## src/design/itp_pkg.sv

```systemverilog
// ----------------------------------------------------------------------------
// itp_pkg
// Shared types, constants and helpers for the infix to postfix converter.
// ----------------------------------------------------------------------------
`default_nettype none

package itp_pkg;

  localparam int unsigned STACK_DEPTH = 16;
  localparam int unsigned PTR_W       = (STACK_DEPTH > 1) ? $clog2(STACK_DEPTH) : 1;
  localparam int unsigned CNT_W       = $clog2(STACK_DEPTH + 1);

  localparam logic [7:0] CH_MUL   = 8'h2A;
  localparam logic [7:0] CH_DIV   = 8'h2F;
  localparam logic [7:0] CH_OPEN  = 8'h28;
  localparam logic [7:0] CH_CLOSE = 8'h29;
  localparam logic [7:0] CH_ZERO  = 8'h30;
  localparam logic [7:0] CH_NINE  = 8'h39;
  localparam logic [7:0] CH_TERM  = 8'h00;

  typedef enum logic [1:0] {
    KIND_DIGIT,
    KIND_OPEN,
    KIND_CLOSE,
    KIND_OPER
  } kind_e;

  typedef struct packed {
    logic       push;
    logic       pop;
    logic [7:0] wdata;
  } stack_cmd_t;

  typedef struct packed {
    logic [7:0] top;
    logic       empty;
    logic       full;
  } stack_sts_t;

  typedef struct packed {
    kind_e kind;
    logic  pop_emit;
    logic  pop_drop;
  } step_dec_t;

  function automatic logic is_high_prec(input logic [7:0] c);
    return (c == CH_MUL) || (c == CH_DIV);
  endfunction

endpackage

`default_nettype wire

```

## src/design/itp_stack.sv

```systemverilog
// ----------------------------------------------------------------------------
// itp_stack
// Operator stack: register file with a fill count, one push or pop a cycle.
// ----------------------------------------------------------------------------
`default_nettype none

module itp_stack
  import itp_pkg::*;
(
  input  wire        clk_i,
  input  wire        rst_ni,
  input  stack_cmd_t cmd_i,
  output stack_sts_t sts_o
);

  logic [7:0]       mem_q [STACK_DEPTH];
  logic [CNT_W-1:0] cnt_q;
  logic [CNT_W-1:0] cnt_d;
  logic [CNT_W-1:0] cnt_m1;
  logic             full;
  logic             empty;

  assign full   = (cnt_q == CNT_W'(STACK_DEPTH));
  assign empty  = (cnt_q == '0);
  assign cnt_m1 = cnt_q - CNT_W'(1);

  always_comb begin
    cnt_d = cnt_q;
    if (cmd_i.push && !full) begin
      cnt_d = cnt_q + CNT_W'(1);
    end else if (cmd_i.pop && !empty) begin
      cnt_d = cnt_m1;
    end
  end

  always_ff @(posedge clk_i or negedge rst_ni) begin
    if (!rst_ni) begin
      cnt_q <= '0;
    end else begin
      cnt_q <= cnt_d;
    end
  end

  always_ff @(posedge clk_i) begin
    if (cmd_i.push && !full) begin
      mem_q[cnt_q[PTR_W-1:0]] <= cmd_i.wdata;
    end
  end

  assign sts_o.top   = mem_q[cnt_m1[PTR_W-1:0]];
  assign sts_o.empty = empty;
  assign sts_o.full  = full;

endmodule

`default_nettype wire

```

## src/design/itp_cmp.sv

```systemverilog
// ----------------------------------------------------------------------------
// itp_cmp
// Character classifier and precedence compare against the stack top.
// ----------------------------------------------------------------------------
`default_nettype none

module itp_cmp
  import itp_pkg::*;
(
  input  wire  [7:0] char_i,
  input  wire  [7:0] top_i,
  input  wire        empty_i,
  output step_dec_t  dec_o
);

  logic top_open;
  logic prec_ok;

  assign top_open = (top_i == CH_OPEN);
  assign prec_ok  = !(is_high_prec(char_i) && !is_high_prec(top_i));

  always_comb begin
    dec_o.pop_emit = 1'b0;
    dec_o.pop_drop = 1'b0;
    if (char_i inside {[CH_ZERO:CH_NINE]}) begin
      dec_o.kind = KIND_DIGIT;
    end else if (char_i == CH_OPEN) begin
      dec_o.kind = KIND_OPEN;
    end else if (char_i == CH_CLOSE) begin
      dec_o.kind     = KIND_CLOSE;
      dec_o.pop_emit = !empty_i && !top_open;
      dec_o.pop_drop = !empty_i && top_open;
    end else begin
      dec_o.kind     = KIND_OPER;
      dec_o.pop_emit = !empty_i && !top_open && prec_ok;
    end
  end

endmodule

`default_nettype wire

```

## src/design/infix_to_postfix_converter_core.sv

```systemverilog
// ----------------------------------------------------------------------------
// infix_to_postfix_converter_core
// Shunting-yard converter: one character item in, postfix character items out.
// Each character runs in S_PROC; results pass the pending, then output register.
// The last item also flushes the stack and emits the terminator. Input is taken
// only in S_IDLE; single compare step, one push or pop per cycle if output free.
// Reset: stack empty, overflow flag clear, no result pending, input ready.
// ----------------------------------------------------------------------------
`default_nettype none

module infix_to_postfix_converter_core
  import itp_pkg::*;
(
  input  wire        clk_i,
  input  wire        rst_ni,
  input  wire        s_axis_tvalid,
  output logic       s_axis_tready,
  input  wire  [7:0] s_axis_tdata,  // [7:0] in_char
  input  wire        s_axis_tlast,  // end_of_expr
  output logic       m_axis_tvalid,
  input  wire        m_axis_tready,
  output logic [7:0] m_axis_tdata,  // [7:0] out_char
  output logic       m_axis_tlast,  // run_last
  output logic [1:0] m_axis_tuser   // [0] expr_done, [1] overflow_seen
);

  localparam logic [1:0] S_IDLE  = 2'd0;
  localparam logic [1:0] S_PROC  = 2'd1;
  localparam logic [1:0] S_FLUSH = 2'd2;
  localparam logic [1:0] S_FIN   = 2'd3;

  logic [1:0] state_q, state_d;
  logic [7:0] char_q, char_d;
  logic       last_q, last_d;
  logic       ovf_q, ovf_d;

  logic       pend_vld_q, pend_vld_d;
  logic [7:0] pend_char_q, pend_char_d;
  logic       pend_done_q, pend_done_d;
  logic       pend_ovf_q, pend_ovf_d;

  logic       out_vld_q, out_vld_d;
  logic [7:0] out_char_q, out_char_d;
  logic       out_last_q, out_last_d;
  logic [1:0] out_user_q, out_user_d;

  stack_cmd_t stk_cmd;
  stack_sts_t stk_sts;
  step_dec_t  dec;

  logic       out_free;
  logic       emit;
  logic [7:0] emit_char;
  logic       emit_done;
  logic       item_end;

  itp_stack u_stack (
    .clk_i  (clk_i),
    .rst_ni (rst_ni),
    .cmd_i  (stk_cmd),
    .sts_o  (stk_sts)
  );

  itp_cmp u_cmp (
    .char_i  (char_q),
    .top_i   (stk_sts.top),
    .empty_i (stk_sts.empty),
    .dec_o   (dec)
  );

  assign out_free      = !out_vld_q || m_axis_tready;
  assign s_axis_tready = (state_q == S_IDLE);

  always_comb begin
    state_d     = state_q;
    char_d      = char_q;
    last_d      = last_q;
    ovf_d       = ovf_q;
    stk_cmd     = '{push: 1'b0, pop: 1'b0, wdata: char_q};
    emit        = 1'b0;
    emit_char   = stk_sts.top;
    emit_done   = 1'b0;
    item_end    = 1'b0;

    case (state_q)
      S_IDLE: begin
        if (s_axis_tvalid) begin
          char_d  = s_axis_tdata;
          last_d  = s_axis_tlast;
          state_d = S_PROC;
        end
      end
      S_PROC: begin
        if (out_free) begin
          case (dec.kind)
            KIND_DIGIT: begin
              emit      = 1'b1;
              emit_char = char_q;
              item_end  = 1'b1;
            end
            KIND_OPEN: begin
              stk_cmd.push = 1'b1;
              item_end     = 1'b1;
            end
            KIND_CLOSE: begin
              if (dec.pop_emit) begin
                emit        = 1'b1;
                stk_cmd.pop = 1'b1;
              end else begin
                stk_cmd.pop = dec.pop_drop;
                item_end    = 1'b1;
              end
            end
            KIND_OPER: begin
              if (dec.pop_emit) begin
                emit        = 1'b1;
                stk_cmd.pop = 1'b1;
              end else begin
                stk_cmd.push = 1'b1;
                item_end     = 1'b1;
              end
            end
            default: item_end = 1'b1;
          endcase
          if (stk_cmd.push && stk_sts.full) begin
            ovf_d = 1'b1;
          end
          if (item_end) begin
            state_d = last_q ? S_FLUSH : S_FIN;
          end
        end
      end
      S_FLUSH: begin
        if (out_free) begin
          emit = 1'b1;
          if (!stk_sts.empty) begin
            stk_cmd.pop = 1'b1;
          end else begin
            emit_char = CH_TERM;
            emit_done = 1'b1;
            ovf_d     = 1'b0;
            state_d   = S_FIN;
          end
        end
      end
      S_FIN: begin
        if (out_free || !pend_vld_q) begin
          state_d = S_IDLE;
        end
      end
      default: state_d = S_IDLE;
    endcase
  end

  always_comb begin
    pend_vld_d  = pend_vld_q;
    pend_char_d = pend_char_q;
    pend_done_d = pend_done_q;
    pend_ovf_d  = pend_ovf_q;
    out_vld_d   = out_vld_q && !m_axis_tready;
    out_char_d  = out_char_q;
    out_last_d  = out_last_q;
    out_user_d  = out_user_q;

    if (emit) begin
      if (pend_vld_q) begin
        out_vld_d  = 1'b1;
        out_char_d = pend_char_q;
        out_last_d = 1'b0;
        out_user_d = {pend_ovf_q, pend_done_q};
      end
      pend_vld_d  = 1'b1;
      pend_char_d = emit_char;
      pend_done_d = emit_done;
      pend_ovf_d  = ovf_q;
    end else if (state_q == S_FIN && out_free && pend_vld_q) begin
      out_vld_d  = 1'b1;
      out_char_d = pend_char_q;
      out_last_d = 1'b1;
      out_user_d = {pend_ovf_q, pend_done_q};
      pend_vld_d = 1'b0;
    end
  end

  always_ff @(posedge clk_i or negedge rst_ni) begin
    if (!rst_ni) begin
      state_q    <= S_IDLE;
      ovf_q      <= 1'b0;
      pend_vld_q <= 1'b0;
      out_vld_q  <= 1'b0;
    end else begin
      state_q    <= state_d;
      ovf_q      <= ovf_d;
      pend_vld_q <= pend_vld_d;
      out_vld_q  <= out_vld_d;
    end
  end

  always_ff @(posedge clk_i) begin
    char_q      <= char_d;
    last_q      <= last_d;
    pend_char_q <= pend_char_d;
    pend_done_q <= pend_done_d;
    pend_ovf_q  <= pend_ovf_d;
    out_char_q  <= out_char_d;
    out_last_q  <= out_last_d;
    out_user_q  <= out_user_d;
  end

  assign m_axis_tvalid = out_vld_q;
  assign m_axis_tdata  = out_char_q;
  assign m_axis_tlast  = out_last_q;
  assign m_axis_tuser  = out_user_q;

endmodule

`default_nettype wire

```

## config.mk

```make
export PLATFORM = sky130hd
export DESIGN_NAME = infix_to_postfix_converter_core
export DESIGN_NICKNAME = d
export VERILOG_FILES = /design/src/design/itp_pkg.sv /design/src/design/itp_stack.sv /design/src/design/itp_cmp.sv /design/src/design/infix_to_postfix_converter_core.sv
export SDC_FILE = /design/constraint.sdc
export NUM_CORES = 1
export LEC_CHECK = 0
export BUFFER_PORTS_ARGS = -buffer_cell sky130_fd_sc_hd__buf_2
export CAP_MARGIN = 20
export CORE_MARGIN = 4
export CORE_UTILIZATION = 35
export CTS_CLUSTER_DIAMETER = 40
export CTS_CLUSTER_SIZE = 8
export DETAILED_ROUTE_END_ITERATION = 12
export GPL_TIMING_DRIVEN = 0
export HOLD_SLACK_MARGIN = 0.08
export MAX_ROUTING_LAYER = met4
export PLACE_DENSITY = 0.5
export SYNTH_ARGS = -nofsm -noshare
export SYNTH_HDL_FRONTEND = slang
export SYNTH_SLANG_ARGS = --single-unit
```

## constraint.sdc

```tcl
create_clock -name clk_i -period 6.3 [get_ports clk_i]
set_input_delay 0.63 -clock clk_i [delete_from_list [all_inputs] [get_ports clk_i]]
set_output_delay 0.63 -clock clk_i [all_outputs]
set_load 0.02 [all_outputs]
```

==> results.cfg <==
[worst_hold_path]
hold_path_class = input pin to flop

[worst_setup_path]
crit_start = u_stack.cnt_q[0]$_DFFE_PN0P_
end_kind = flop
r2r_slack_ns = 0.43
critPathMaxFanout = 10
r2r-end = u_stack.mem_q[6][5]$_DFFE_PP_
arrival_ns = 5.92
reg2reg_from = u_stack.cnt_q[0]$_DFFE_PN0P_
cp.required_ns = 6.35
start_kind = flop
critical_path.endpoint = u_stack.mem_q[6][5]$_DFFE_PP_
r2r_cells = 17
worst-setup-path-type = flop to flop

[sta]
post-route-min-period_ns = 5.870
slew_headroom_pct = 38.44
setup_viol = 0
fin_skew_ns = 0.007748
fmax_ghz = 0.1703
slew_viol_final = 0
worst_pin_slew_ns = 0.9199
worst_hold_slack_ns = 0.3720
rsz0062_at_grt = no
min_period_over_period_pct = 93.18
hold_viol = 0

[placement]
place_area_mm2 = 0.007566
port_buffers = 25
placed_cells_incl_taps = 698
gp_congestion = 0.8231
dp_hpwl_mm = 10.71

[cells_and_area]
final_cell_area_mm2 = 0.008155
fin_nets = 476
final_util_pct = 41.49
layout_common_cells = edfxtp_1 (158), buf_2 (29), nand2_1 (29)
fill_cells = 1835
layout-drive-gt1-share_pct = 25.11
final_common_cell = edfxtp_1
areaGrowthSynthToFinish_pct = 15.77
final_cells = 731
seqCellArea_mm2 = 0.004995
multi_input_area_mm2 = 0.001946
antenna-diode-count = 0

[global_route]
gr-usage-all-layers_pct = 15.58
grt_pass1_wl_mm = 24.33
antenna_found_initial = 0
grt_overflow = 0
grt_pass1_vias = 3821
grt_max_degree = 21

[detailed_routing]
routedWlPerCell_um = 21.95
wirelength_mm = 16.05
dr.pass1.iters = 4
viasPerCell = 5.161
drc = 0
antenna_left = 0
vias = 3773
drtIter0Drc = 297

[logic_synthesis]
ys_warn_count = 0
synth_enable_flop_cells = 158
async_reset_ff_share_pct = 5.952
seq_area_frac_synth_pct = 70.91
syn_nets = 426
netlist_area_mm2 = 0.007044
ys_top_cells_by_area = edfxtp_1 (67%), mux4_2 (7.4%), dfrtp_1 (3.6%)
synth_cell_types = 54
synthCells = 404
ys.flop_type = edfxtp_1
synth-seq-cells = 168
yosys.area.top_type = edfxtp_1
yosysTopAreaCellShare_pct = 67.35
avgSynthCellArea_um2 = 17.44

[power]
power.switching_mw = 1.528
combPwrFrac_pct = 39.8
clockPowerShare_pct = 23.9
power_frac_seq_pct = 36.2
p_per_area_mw_per_mm2 = 516.7
p_leak_nw = 2.799
p_int_mw = 2.687
ir_drop_mv = 0.2506
p_sw_share_pct = 36.25
p_total_mw = 4.214

[cts]
clk_latency_ns = 0.43
clock_path_buffers = 2
cts_tree = done
cts-buffers-inserted = 17
cts-root-buf = clkbuf_16
postCtsSetupBuffers = 0
h-tree-depth = 4
cts.sinks = 168
clk_pin_slew_ns = 0.06

[die]
rows = 51
die_w_um = 149.9
die-area_mm2 = 0.02246
core_mm2 = 0.01965
die_h_um = 149.9
ioPinCount = 26
start_util_pct = 35.84

[job]
cap_violations = 0

[outcome]
status = finished, final reports clean
-- power by group through the flow --
stage | sequential (mW) | combinational, mW | clock (mW)
after floorplan | 1.56 | 1.15 | 0
after global placement | 1.54 | 1.66 | 0
after detailed placement | 1.55 | 1.68 | 0
after CTS | 1.53 | 1.69 | 1.02
after global routing | 1.54 | 1.82 | 1.08
final | 1.53 | 1.68 | 1.01
-- flip-flops by register name, indices dropped and copies added (netlist names) --
signal         cells
u_stack.mem_q    128
char_q             8
m_axis_tdata       8
pend_char_q        8
u_stack.cnt_q      5
m_axis_tuser       2
state_q            2
last_q             1
m_axis_tlast       1
m_axis_tvalid      1
ovf_q              1
pend_done_q        1
pend_ovf_q         1
pend_vld_q         1
-- cells in the mapped netlist, drive strengths merged, types with 6 or more instances --
master and count:
and3 7, dfrtp 10, a21oi 7, buf 10, nor2 20, nor3 8, nand3 13, nand2b 6
inv 12, ha 9, edfxtp 158, mux4 28, mux2i 22, xnor2 6, nand2 29
-- critical path: stages, from the launching register on --
cell      delay [ns]
dfrtp_1         0.39
buf_6           0.19
buf_6           0.21
buf_2           0.31
inv_1           0.25
ha_1            0.34
buf_2           0.19
clkbuf_1        0.55
mux4_2          0.41
mux2i_1         0.25
mux2i_1         0.19
nor3_2          0.22
nand4_1         0.16
and3_1          0.20
buf_6           0.13
nor3_2          0.48
nand2_1         0.24
nor2_1          0.75
-- worst min path at each step --
stage / from / end / slack [ns] / depth (start not counted)
floorplan: rst_ni / m_axis_tvalid$_DFF_PN0_ / 0.33 / 0
global placement: pend_done_q$_SDFFCE_PN0P_ / m_axis_tuser[0]$_DFFE_PP_ / 0.40 / 0
detailed placement: pend_char_q[1]$_DFFE_PP_ / m_axis_tdata[1]$_DFFE_PP_ / 0.41 / 0
CTS: s_axis_tdata[0] / char_q[0]$_DFFE_PP_ / 0.36 / 1
global route: s_axis_tdata[4] / char_q[4]$_DFFE_PP_ / 0.35 / 1
finish: s_axis_tdata[0] / char_q[0]$_DFFE_PP_ / 0.37 / 1
-- per-stage QoR --
step | TNS [ns] | worst slack [ns]
2_1_floorplan | 0 | 1.492
3_3_place_gp | -18.17 | -0.7840
3_5_place_dp | 0 | 0.02065
4_1_cts | 0 | 0.004925
5_1_grt | 0 | 0.02441
6_report | 0 | 0.4296
-- metal layers --
layer | vias up | track usage [%] | part of all wire [%]
li1 | 1700 | - | -
met1 | 1960 | 21.45 | 47
met2 | 90 | 23.38 | 47
met3 | 23 | 3.755 | 4.4
met4 | 0 | 4.117 | 1.5
met5 | - | - | 0
-- area by class of cell --
| type | instances | area share [%] |
|---|---|---|
| Inverter | 12 | 0.5523 |
| Multi-Input combinational cell | 209 | 23.86 |
| Sequential cell | 168 | 61.25 |
| Clock buffer | 17 | 5.216 |
| Clock inverter | 14 | 1.626 |
| Timing Repair Buffer | 31 | 2.209 |
| Tap cell | 265 | 4.066 |
| Buffer | 15 | 1.227 |
-- cells by family after synthesis --
logic type | share of synthesized area [%]
buf+inv | 2.043
xor+xnor | 1.208
mux | 12.82
simple gates | 7.460
flops | 70.91
compound gates | 3.961
fa+ha+maj | 1.599
-- repair_timing --
| item | 4_1_cts | 5_1_grt |
|---|---|---|
| setup endpoints to repair | 16 | 91 |
| endpoints found under the hold margin | 10 | 0 |
| gates cloned | 0 | 0 |
| resized for setup | 2 | 6 |
| hold buffers | 1 | 0 |
Note: power is estimated with default switching activity, not from simulation.
